### src/htv_pkg.sv
// ----------------------------------------------------------------------------
// htv_pkg
// Shared types, constants and the commutation successor lookup for the
// Hall transition validator.
// ----------------------------------------------------------------------------
package htv_pkg;

	localparam int CODE_W     = 3;
	localparam int STAMP_W    = 32;
	localparam int MIN_W      = 16;
	localparam int COUNT_W    = 32;
	localparam int NUM_ERR    = 5;
	localparam int ERR_IDX_W  = $clog2(NUM_ERR);

	localparam logic [MIN_W-1:0] MIN_RESET = MIN_W'(5);

	// Codes that never appear on a healthy sensor set
	localparam logic [CODE_W-1:0] CODE_ALL_LOW  = 3'b000;
	localparam logic [CODE_W-1:0] CODE_ALL_HIGH = 3'b111;

	// One-bit change masks
	localparam logic [CODE_W-1:0] BIT_U = 3'h1;
	localparam logic [CODE_W-1:0] BIT_V = 3'h2;
	localparam logic [CODE_W-1:0] BIT_W = 3'h4;

	localparam logic DIR_CW  = 1'b0;
	localparam logic DIR_CCW = 1'b1;

	typedef enum logic [2:0] {
		ST_VALID      = 3'd0,
		ST_TOO_SOON   = 3'd1,
		ST_MULTI_BIT  = 3'd2,
		ST_WRONG_CW   = 3'd3,
		ST_WRONG_CCW  = 3'd4,
		ST_IMPOSSIBLE = 3'd5
	} status_t;

	// Classifier decision for one edge
	typedef struct packed {
		status_t status;
		logic    upd_time;
		logic    upd_code;
	} verdict_t;

	// Next code in the six-step sequence; all-low and all-high have none
	function automatic logic [CODE_W-1:0] successor(input logic [CODE_W-1:0] code,
	                                                 input logic dir);
		logic [CODE_W-1:0] nxt;
		nxt = CODE_ALL_LOW;
		if (dir == DIR_CW) begin
			unique case (code)
				3'd1:    nxt = 3'd3;
				3'd2:    nxt = 3'd6;
				3'd3:    nxt = 3'd2;
				3'd4:    nxt = 3'd5;
				3'd5:    nxt = 3'd1;
				3'd6:    nxt = 3'd4;
				default: nxt = CODE_ALL_LOW;
			endcase
		end else begin
			unique case (code)
				3'd1:    nxt = 3'd5;
				3'd2:    nxt = 3'd3;
				3'd3:    nxt = 3'd1;
				3'd4:    nxt = 3'd6;
				3'd5:    nxt = 3'd4;
				3'd6:    nxt = 3'd2;
				default: nxt = CODE_ALL_LOW;
			endcase
		end
		return nxt;
	endfunction

endpackage

### src/htv_if.sv
// ----------------------------------------------------------------------------
// htv_if
// Valid/ready channels of the Hall transition validator: edge requests,
// verdict requests and the interval register write.
// ----------------------------------------------------------------------------
interface htv_edge_if;
	logic                          valid;
	logic                          ready;
	logic [htv_pkg::CODE_W-1:0]    hall_code;
	logic [htv_pkg::STAMP_W-1:0]   timestamp;
	logic                          direction;

	modport source(output valid, hall_code, timestamp, direction, input ready);
	modport sink(input valid, hall_code, timestamp, direction, output ready);
endinterface

interface htv_verdict_if;
	logic                          valid;
	logic                          ready;
	htv_pkg::status_t              status;
	logic [htv_pkg::COUNT_W-1:0]   error_count;

	modport source(output valid, status, error_count, input ready);
	modport sink(input valid, status, error_count, output ready);
endinterface

interface htv_cfg_if;
	logic                          valid;
	logic                          ready;
	logic [htv_pkg::MIN_W-1:0]     min_edge_interval;

	modport source(output valid, min_edge_interval, input ready);
	modport sink(input valid, min_edge_interval, output ready);
endinterface

### src/htv_classifier.sv
// ----------------------------------------------------------------------------
// htv_classifier
// Combinational check of one edge against the stored code and stamp.
// ----------------------------------------------------------------------------
module htv_classifier (
	input  logic [htv_pkg::CODE_W-1:0]  hall_code,
	input  logic [htv_pkg::STAMP_W-1:0] timestamp,
	input  logic                        direction,
	input  logic [htv_pkg::CODE_W-1:0]  prev_code,
	input  logic [htv_pkg::STAMP_W-1:0] last_time,
	input  logic [htv_pkg::MIN_W-1:0]   min_interval,
	output htv_pkg::verdict_t           verdict
);

	logic [htv_pkg::STAMP_W-1:0] delta;
	logic [htv_pkg::CODE_W-1:0]  diff;
	logic                        too_soon;
	logic                        impossible;
	logic                        one_bit;
	logic                        in_sequence;

	assign delta       = timestamp - last_time;
	assign too_soon    = delta < htv_pkg::STAMP_W'(min_interval);
	assign impossible  = (hall_code == htv_pkg::CODE_ALL_LOW) ||
	                     (hall_code == htv_pkg::CODE_ALL_HIGH);
	assign diff        = prev_code ^ hall_code;
	assign one_bit     = (diff == htv_pkg::BIT_U) || (diff == htv_pkg::BIT_V) ||
	                     (diff == htv_pkg::BIT_W);
	assign in_sequence = htv_pkg::successor(prev_code, direction) == hall_code;

	always_comb begin
		verdict.upd_time = !too_soon;
		verdict.upd_code = !too_soon && !impossible;
		priority if (too_soon) begin
			verdict.status = htv_pkg::ST_TOO_SOON;
		end else if (impossible) begin
			verdict.status = htv_pkg::ST_IMPOSSIBLE;
		end else if (!one_bit) begin
			verdict.status = htv_pkg::ST_MULTI_BIT;
		end else if (!in_sequence) begin
			verdict.status = (direction == htv_pkg::DIR_CW) ? htv_pkg::ST_WRONG_CW
			                                                : htv_pkg::ST_WRONG_CCW;
		end else begin
			verdict.status = htv_pkg::ST_VALID;
		end
	end

endmodule

### src/htv_counters.sv
// ----------------------------------------------------------------------------
// htv_counters
// Bank of wrapping error counters, one per error status.
// ----------------------------------------------------------------------------
module htv_counters (
	input  logic                        clk,
	input  logic                        arst_n,
	input  logic                        inc_en,
	input  htv_pkg::status_t            status,
	output logic [htv_pkg::COUNT_W-1:0] count
);

	logic [htv_pkg::COUNT_W-1:0]   cnt_q [htv_pkg::NUM_ERR];
	logic [htv_pkg::ERR_IDX_W-1:0] idx;
	logic                          is_err;

	assign is_err = status != htv_pkg::ST_VALID;
	// error statuses are 1..NUM_ERR; entry k holds status k+1
	assign idx    = htv_pkg::ERR_IDX_W'(status) - htv_pkg::ERR_IDX_W'(1);
	assign count  = is_err ? cnt_q[idx] + htv_pkg::COUNT_W'(1) : '0;

	always_ff @(posedge clk or negedge arst_n) begin
		if (!arst_n) begin
			for (int i = 0; i < htv_pkg::NUM_ERR; i++) begin
				cnt_q[i] <= '0;
			end
		end else if (inc_en && is_err) begin
			cnt_q[idx] <= count;
		end
	end

endmodule

### src/hall_transition_validator.sv
// ----------------------------------------------------------------------------
// hall_transition_validator
// Classifies each Hall-sensor edge and reports a status with its error count.
// ----------------------------------------------------------------------------
// Usage:
//   hall    - edge requests: 3-bit Hall code, 32-bit timer stamp, direction.
//   verdict - one request per edge: status and the error counter after its
//             increment (zero for a valid edge).
//   cfg     - write of min_edge_interval; always ready, take it while idle.
// Pipeline: two registers, input stage s1 and result stage s2; an accepted
//   edge is registered in s1, then in s2, which drives the verdict channel.
// Throughput: one edge per cycle unless verdict stalls. The check, the state
//   update and the single counter increment all fit between the s1 and s2
//   registers, and the stored code, stamp and counters are written at the
//   same edge that loads s2, so the next edge in s1 always sees fresh state.
// Stall: when verdict is not taken, s2 holds its request and s1 holds the
//   next edge; hall.ready drops only when both are full.
// Reset: both stages empty, stored code and stamp zero, all error counters
//   zero, min_edge_interval back to 5.
// ----------------------------------------------------------------------------
module hall_transition_validator (
	input  logic          clk,
	input  logic          arst_n,
	htv_cfg_if.sink       cfg,
	htv_edge_if.sink      hall,
	htv_verdict_if.source verdict
);

	// configuration and stored state
	logic [htv_pkg::MIN_W-1:0]   min_q;
	logic [htv_pkg::CODE_W-1:0]  prev_code_q;
	logic [htv_pkg::STAMP_W-1:0] last_time_q;

	// input stage
	logic                        valid_s1;
	logic [htv_pkg::CODE_W-1:0]  code_s1;
	logic [htv_pkg::STAMP_W-1:0] stamp_s1;
	logic                        dir_s1;

	// result stage
	logic                        valid_s2;
	htv_pkg::status_t            status_s2;
	logic [htv_pkg::COUNT_W-1:0] count_s2;

	htv_pkg::verdict_t           check;
	logic [htv_pkg::COUNT_W-1:0] count;
	logic                        advance;
	logic                        take;

	// s1 moves into s2 when s2 is empty or being drained this cycle
	assign advance    = valid_s1 && (!valid_s2 || verdict.ready);
	assign hall.ready = !valid_s1 || advance;
	assign take       = hall.valid && hall.ready;
	assign cfg.ready  = 1'b1;

	htv_classifier u_classifier (
		.hall_code    (code_s1),
		.timestamp    (stamp_s1),
		.direction    (dir_s1),
		.prev_code    (prev_code_q),
		.last_time    (last_time_q),
		.min_interval (min_q),
		.verdict      (check)
	);

	// counters bump only when the edge actually leaves s1
	htv_counters u_counters (
		.clk    (clk),
		.arst_n (arst_n),
		.inc_en (advance),
		.status (check.status),
		.count  (count)
	);

	always_ff @(posedge clk or negedge arst_n) begin
		if (!arst_n) begin
			min_q <= htv_pkg::MIN_RESET;
		end else if (cfg.valid) begin
			min_q <= cfg.min_edge_interval;
		end
	end

	// stored code and stamp: too soon keeps both, impossible keeps the code
	always_ff @(posedge clk or negedge arst_n) begin
		if (!arst_n) begin
			prev_code_q <= '0;
			last_time_q <= '0;
		end else if (advance) begin
			if (check.upd_time) begin
				last_time_q <= stamp_s1;
			end
			if (check.upd_code) begin
				prev_code_q <= code_s1;
			end
		end
	end

	always_ff @(posedge clk or negedge arst_n) begin
		if (!arst_n) begin
			valid_s1 <= 1'b0;
		end else if (hall.ready) begin
			valid_s1 <= hall.valid;
		end
	end

	// payload of s1 loads on acceptance only
	always_ff @(posedge clk) begin
		if (take) begin
			code_s1  <= hall.hall_code;
			stamp_s1 <= hall.timestamp;
			dir_s1   <= hall.direction;
		end
	end

	always_ff @(posedge clk or negedge arst_n) begin
		if (!arst_n) begin
			valid_s2 <= 1'b0;
		end else if (advance) begin
			valid_s2 <= 1'b1;
		end else if (verdict.ready) begin
			valid_s2 <= 1'b0;
		end
	end

	// hold the verdict while the receiver stalls
	always_ff @(posedge clk) begin
		if (advance) begin
			status_s2 <= check.status;
			count_s2  <= count;
		end
	end

	assign verdict.valid       = valid_s2;
	assign verdict.status      = status_s2;
	assign verdict.error_count = count_s2;

endmodule

### src/flat_wrapper.sv
// flat-port wrapper written by rule: the top's interface ports become plain ports
module hall_transition_validator_flat 
  (clk, arst_n, cfg_valid, cfg_min_edge_interval, cfg_ready, hall_valid, hall_hall_code, hall_timestamp, hall_direction, hall_ready, verdict_valid, verdict_status, verdict_error_count, verdict_ready);
  htv_cfg_if cfg_i ();
  htv_edge_if hall_i ();
  htv_verdict_if verdict_i ();
  input  logic clk;
  input  logic arst_n;
  input wire logic [$bits(cfg_i.valid)-1:0] cfg_valid;
  input wire logic [$bits(cfg_i.min_edge_interval)-1:0] cfg_min_edge_interval;
  output wire logic [$bits(cfg_i.ready)-1:0] cfg_ready;
  input wire logic [$bits(hall_i.valid)-1:0] hall_valid;
  input wire logic [$bits(hall_i.hall_code)-1:0] hall_hall_code;
  input wire logic [$bits(hall_i.timestamp)-1:0] hall_timestamp;
  input wire logic [$bits(hall_i.direction)-1:0] hall_direction;
  output wire logic [$bits(hall_i.ready)-1:0] hall_ready;
  output wire logic [$bits(verdict_i.valid)-1:0] verdict_valid;
  output wire logic [$bits(verdict_i.status)-1:0] verdict_status;
  output wire logic [$bits(verdict_i.error_count)-1:0] verdict_error_count;
  input wire logic [$bits(verdict_i.ready)-1:0] verdict_ready;
  assign cfg_i.valid = cfg_valid;
  assign cfg_i.min_edge_interval = cfg_min_edge_interval;
  assign cfg_ready = cfg_i.ready;
  assign hall_i.valid = hall_valid;
  assign hall_i.hall_code = hall_hall_code;
  assign hall_i.timestamp = hall_timestamp;
  assign hall_i.direction = hall_direction;
  assign hall_ready = hall_i.ready;
  assign verdict_valid = verdict_i.valid;
  assign verdict_status = verdict_i.status;
  assign verdict_error_count = verdict_i.error_count;
  assign verdict_i.ready = verdict_ready;
  hall_transition_validator u_core (.clk(clk), .arst_n(arst_n), .cfg(cfg_i), .hall(hall_i), .verdict(verdict_i));
endmodule
### config.mk
export PLATFORM = sky130hd
export DESIGN_NAME = hall_transition_validator_flat
export DESIGN_NICKNAME = d
export VERILOG_FILES = /design/src/htv_pkg.sv /design/src/htv_if.sv /design/src/htv_classifier.sv /design/src/htv_counters.sv /design/src/hall_transition_validator.sv /design/src/flat_wrapper.sv
export SDC_FILE = /design/constraint.sdc
export NUM_CORES = 1
export LEC_CHECK = 0
export BUFFER_PORTS_ARGS = -buffer_cell sky130_fd_sc_hd__buf_2
export CELL_PAD_IN_SITES_DETAIL_PLACEMENT = 0
export CELL_PAD_IN_SITES_GLOBAL_PLACEMENT = 1
export CORE_MARGIN = 5
export CORE_UTILIZATION = 48
export DETAILED_ROUTE_END_ITERATION = 10
export MAX_ROUTING_LAYER = met4
export PLACE_DENSITY_LB_ADDON = 0.3
export REMOVE_ABC_BUFFERS = 1
export SYNTH_ARGS = -nofsm -noshare
export SYNTH_HDL_FRONTEND = slang
export SYNTH_SLANG_ARGS = --single-unit
### constraint.sdc
create_clock -name clk -period 9.65 [get_ports clk]
set_clock_uncertainty 0.05 [all_clocks]
set_input_delay 1.93 -clock clk [delete_from_list [all_inputs] [get_ports clk]]
set_output_delay 1.93 -clock clk [all_outputs]
set_load 0.02 [all_outputs]
# --- Yosys cells after proc, flatten, opt, wreduce, memory -nomap -nowiden ---
# Index checks and enable logic that the tools add are counted.
totals:
  out_inout_bits: 38
  register_bits: 284
classes:
  addsub: 3
  n_reduce_logical: 19
  n_bitwise: 3
  n_lt_le_gt_ge: 3
  mux: 17
  n_eq_ne: 11
op_table:
  columns: ["op", "n"]
  rows:
  - ["$bwmux W160", 1]
  - ["$mux W32", 4]
  - ["$bmux W32 S3", 1]
  - ["$demux W32 S3", 1]
  - ["$pmux W3 S6", 2]
  - ["$add A32 B1 Y32 const B", 1]
  - ["$lt A32 B16 Y1", 1]
  - ["$sub A32 B32 Y32", 1]
  - ["$mux W3", 6]
  - ["$eq A3 B3 Y1 const B", 5]
  - ["$eq A3 B2 Y1 const B", 3]
  - ["$eq A3 B1 Y1 const B", 2]
  - ["$logic_and A1 B1 Y1", 5]
  - ["$logic_or A1 B1 Y1", 5]
  - ["$ge A4 B4 Y1 const B", 1]
  - ["$logic_not A1 Y1", 4]
  - ["$lt A4 B1 Y1 const B", 1]
  - ["$not A3 Y4", 1]
  - ["$reduce_and A2 Y1", 2]
  - ["$eq A3 B3 Y1", 1]
  - ["$logic_not A3 Y1", 1]
  - ["$reduce_bool A3 Y1", 1]
  - ["$sub A3 B1 Y3 const B", 1]
  - ["$xor A3 B3 Y3", 1]
  - ["3 further kinds", 4]

# --- Logic depth before layout (Yosys ltp) ---
depth:
  word_depth: 16
  depth_mapped: 37
  depth_no_buf: 32

# --- By module ---
# Synthesis repeated with hierarchy kept, for this count alone.
unflattened:
  hier_cells: 1390
  hier_area_um2: 14969.4
by_module_without_submodules:
  columns: ["module", "instances", "area_each_um2", "cells_per_inst"]
  rows:
  - ["htv_counters", 1, 8041.5, 803]
  - ["hall_transition_validator", 1, 4307.9, 191]
  - ["htv_classifier", 1, 2620.0, 396]

# --- Worst setup path after synthesis ---
# Ideal clock, no wire load.
synth_timing:
  kind: "reg-to-reg"
  from: "reg u_core.stamp_s1[0] (netlist bit)"
  to: "reg u_core.count_s2 (netlist bit u_core.verdict.error_count[10]), data pin"
  arrival_ps: 7891
  stages_incl_launch_ff: 37
  slack_ps: 1442
  cell_sequence: "edfxtp_1 inv_1 ha_1 fa_1 nor2b_1 o2111ai_1 a2111oi_2 or3_1 xor2_1 ha_1 a21oi_1 nand2_1 a2bb2oi_1 o2111ai_1 nor4_1 nand4_1 or4_4 or4_1 buf_6 clkbuf_1 clkbuf_1 nand3_1 ha_1 clkbuf_1 inv_1 clkbuf_1 clkbuf_1 buf_1 a311oi_1 o22a_1 inv_1 ha_1 and4b_1 nand2_1 nor4_2 xor2_1 nor2_1"
synth_via:
  elab_chain_cells: 10
synth_rtl:
  columns: ["item", "line", "rtl"]
  rows:
  - ["start: declaration", "hall_transition_validator.sv:37", "logic [htv_pkg::STAMP_W-1:0] stamp_s1;"]
  - ["start signal: assignment", "hall_transition_validator.sv:110", "stamp_s1 <= hall.timestamp;"]
  - ["$sub A32 B32 Y32 (*)", "htv_classifier.sv:22", "assign delta = timestamp - last_time;"]
  - ["$lt A32 B16 Y1 (*)", "htv_classifier.sv:23", "assign too_soon = delta < htv_pkg::STAMP_W'(min_interval);"]
  - ["$mux W3 (*)", "htv_classifier.sv:34", "priority if (too_soon) begin"]
  - ["$sub A3 B1 Y3", "htv_counters.sv:19", "assign idx = htv_pkg::ERR_IDX_W'(status) - htv_pkg::ERR_IDX_W'(1);"]
  - ["$not A3 Y4 (not written as such)", "htv_counters.sv:20", "assign count = is_err ? cnt_q[idx] + htv_pkg::COUNT_W'(1) : '0;"]
  - ["$bmux W32 S3", "htv_counters.sv:20", null]
  - ["$mux W32 (not written as such) (2 in series)", "htv_counters.sv:20", null]
  - ["$add A32 B1 Y32", "htv_counters.sv:20", null]
  - ["$mux W32 (*)", "htv_counters.sv:20", null]
  - ["net u_core.count, one bit", "hall_transition_validator.sv:46", "logic [htv_pkg::COUNT_W-1:0] count;"]
  - ["end signal: assignment", "hall_transition_validator.sv:129", "count_s2 <= count;"]
  - ["end: declaration", "hall_transition_validator.sv:43", "logic [htv_pkg::COUNT_W-1:0] count_s2;"]
# Mark *: on every way through the listed nets, which the timed path passes. The rest lies on a longest branch. The select of a mux whose other input is x is not followed.
# A chain may end at the register's enable or synchronous reset.

# --- Worst setup path in the final report ---
layout_timing:
  from: "reg u_core.stamp_s1[0] (netlist bit)"
  to: "reg u_core.u_counters.cnt_q[114] (netlist bit)"
layout_via:
  elab_chain_cells: 11
layout_rtl:
  columns: ["item", "line", "rtl"]
  rows:
  - ["$sub A32 B32 Y32 (*)", "htv_classifier.sv:22", null]
  - ["$lt A32 B16 Y1 (*)", "htv_classifier.sv:23", null]
  - ["$mux W3 (*)", "htv_classifier.sv:34", null]
  - ["$sub A3 B1 Y3", "htv_counters.sv:19", null]
  - ["$not A3 Y4 (not written as such)", "htv_counters.sv:20, htv_counters.sv:28", null]
  - ["$bmux W32 S3", "htv_counters.sv:20", null]
  - ["$mux W32 (not written as such) (2 in series)", "htv_counters.sv:20", null]
  - ["$add A32 B1 Y32", "htv_counters.sv:20", null]
  - ["$mux W32", "htv_counters.sv:20", null]
  - ["$bwmux W160", "htv_counters.sv:28", "cnt_q[idx] <= count;"]
  - ["end signal: indexed assignment", "htv_counters.sv:28", null]
  - ["end: declaration", "htv_counters.sv:13", "logic [htv_pkg::COUNT_W-1:0] cnt_q [htv_pkg::NUM_ERR];"]
# Every way passes the cells marked *; elsewhere a longest branch is shown, timed or not. The select of a mux whose other input is x is not followed.

==> flow_summary.ini <==
[placed_design]
gp_congestion = 0.948
port_buffers = 93
hpwl_mm = 26.7

[clock_tree]
cts_buffer_depth = 3
post_cts_buffers = 0
ctsRootBufferMaster = clkbuf_16
cts_num_sinks = 284
cts_buffers = 34
insertion_delay_ps = 530
cts_tree = yes
htreeDepth = 2
clkTransAtPathRegs_ps = 60

[worst_setup_path]
worst-setup-path-type = flip-flop to flip-flop
worst_path_max_delay_cell = or4_1
start_kind = flip-flop
worstPathArrival_ps = 9360
slowest_delay_ps = 810
setup.worst_path.start = u_core.stamp_s1[0]
crit_required_ps = 9960
endpoint_kind = flip-flop
path_max_fanout = 17
r2r_slack_ps = 610
crit_family = simple AND/OR/NAND/NOR gates
rr_startpoint = u_core.stamp_s1[0]
crit_top_cell = ha_1
critPathBufInv = 4

[synthesis]
ys_types = 91
synth_area_per_cell_um2 = 9.79
synth-main-ff-cell = dfrtp_1
ys_seq_area_frac = 0.490
synthArstFlopShare = 0.750
yosysWarningCount = 0
synth_seq_cells = 284
syn_inst = 1555
syn_area_um2 = 15200
synth_edf_count = 71

[sta]
max_freq_ghz = 0.111
finalSetupViolations = 0
slew_headroom = 0.279
finalCritPeriodShare = 0.937
setup-tns-final_ps = 0
rsz0062_at_grt = no
tightest_slew_ps = 1080
period_needed_ps = 9040
drv_slew = 0
finalHoldViolations = 0

[floorplanning]
die_w_um = 188
io_pins = 95
die_h_um = 188
rows = 65
core_um2 = 31500
initial_core_util = 0.484
fp.dieArea_um2 = 35400

[routing]
drt_iter0_markers = 834
wl_per_cell_um = 19.0
routed_wl_mm = 39.0
dr_total_vias = 11700
vias_per_cell = 5.70
drc = 0
drtPass1Iterations = 5
antenna_left = 0

[global_routing]
track_usage = 0.227
grt_overflow = 0
grt_pass1_vias = 11600
grt_max_degree = 85
grt_pass1_wl_mm = 63.8
antenna_found_initial = 0

[power_and_ir_drop]
power_density_nw_per_um2 = 255
power_mw = 4.38
p_leak_nw = 7.42
peakVddDrop_uv = 228

[layout]
final_common_cell = nand2_1
final_nets = 1729
diodes = 0
fin_util = 0.547
layout-drive-gt1-share = 0.171
fillers = 2852
area_delta_synth_final_pct = 13.1
layout_common_cells = nand2_1, dfrtp_1, o21ai_0

[flow_run]
maxCapViolCount = 0

[outcome]
status = complete, no violations

[worst_hold_path]
hp-class = flip-flop to flip-flop
min_from = u_core.u_counters.cnt_q[11]
-- per-stage QoR --
stage                     worst slack [ps]  hold slack, ps  std cells  cell area [um^2]
after floorplan                       -124             390       1461             14800
after global placement                 803             406       1988             16100
after detailed placement               573             409       1988             16100
after CTS                              565             423       2050             17200
after global routing                  18.0             449       2050             17200
final                                  606             422       2050             17200
-- report_power, final --
group / total [mW] / internal (mW) / switching [mW]
clock network: 1.26 / 0.760 / 0.501
registers: 1.57 / 1.46 / 0.108
logic: 1.56 / 0.518 / 1.04
total: 4.38 / 2.74 / 1.65
-- layout make-up --
class                   instances  area [um^2]  area share
clock buffers                  53         1020      0.0594
clock inverters                 9         97.6     0.00567
inverters                      72          270      0.0157
multi-input cells            1105         7140       0.414
flip-flops and latches        284         7460       0.433
well taps                     402          503      0.0292
repair buffers                125          727      0.0422
-- layer usage --
| metal | global-route usage | part of all wire | routed length (um) |
|---|---|---|---|
| met3 | 0.0305 | 0.042 | 1650 |
| met1 | 0.295 | 0.45 | 17500 |
| met5 | - | 0 | 0 |
| met4 | 0.0709 | 0.030 | 1160 |
| met2 | 0.373 | 0.48 | 18700 |
-- worst min-delay path: cells and delay by family (launching register included) --
family | cells | cell delay (ps)
AND/OR/NAND/NOR | 1 | 50
AO/OA/AOI/OAI | 1 | 50
flip-flops | 1 | 340
-- cell families (layout without fill, tap and decap cells) --
| family | after synthesis | count (layout) | synth area share |
|---|---|---|---|
| AOI/OAI and AO/OA | 417 | 417 | 0.165 |
| xor gates and xnor gates | 54 | 54 | 0.0330 |
| adders and majority gates | 50 | 50 | 0.0416 |
| buffers and inverters | 166 | 259 | 0.0472 |
| DFF | 284 | 284 | 0.490 |
| muxes | 73 | 73 | 0.0556 |
| other | 1 | 1 | 0.000246 |
| and+or+nand+nor | 510 | 510 | 0.167 |
-- cells in the mapped netlist (21+ instances only) --
cell,instances,area share
nand2_1,255,0.063
dfrtp_1,211,0.35
o21ai_0,174,0.057
edfxtp_1,71,0.14
inv_1,71,0.018
nor2_1,70,0.017
clkbuf_1,66,0.016
a21oi_1,63,0.021
ha_1,49,0.040
o21ai_1,49,0.016
mux2_2,42,0.031
nand3_1,34,0.011
xnor2_1,29,0.017
nand4_1,27,0.011
mux2i_1,25,0.016
nor3_1,25,0.0082
xor2_1,21,0.012
-- registers in the layout (all words and copies together), names as in the netlist --
| name | cells |
|---|---|
| u_core.code_s1 | 3 |
| u_core.dir_s1 | 1 |
| u_core.last_time_q | 32 |
| u_core.min_q | 16 |
| u_core.prev_code_q | 3 |
| u_core.stamp_s1 | 32 |
| u_core.u_counters.cnt_q | 160 |
| u_core.valid_s1 | 1 |
| u_core.verdict.error_count | 32 |
| u_core.verdict.status | 3 |
| u_core.verdict.valid | 1 |
-- path summary, 6_finish.rpt --
| kind | endpoint | cells after the start |
|---|---|---|
| setup / recovery | u_core.u_counters.cnt_q[114] | 31 |
| hold reg to reg | u_core.u_counters.cnt_q[11] | 2 |
| hold / removal | u_core.u_counters.cnt_q[11] | 2 |
| max in group asynchronous | u_core.u_counters.cnt_q[79] | 2 |
| setup reg to reg | u_core.u_counters.cnt_q[114] | 31 |
| min in group asynchronous | u_core.last_time_q[1] | 1 |
-- timing repair --
action	in CTS	in global routing
setup endpoints to repair	0	19
hold buffers	0	0
resized for setup	0	3
Note: power is estimated with default switching activity, not from simulation.
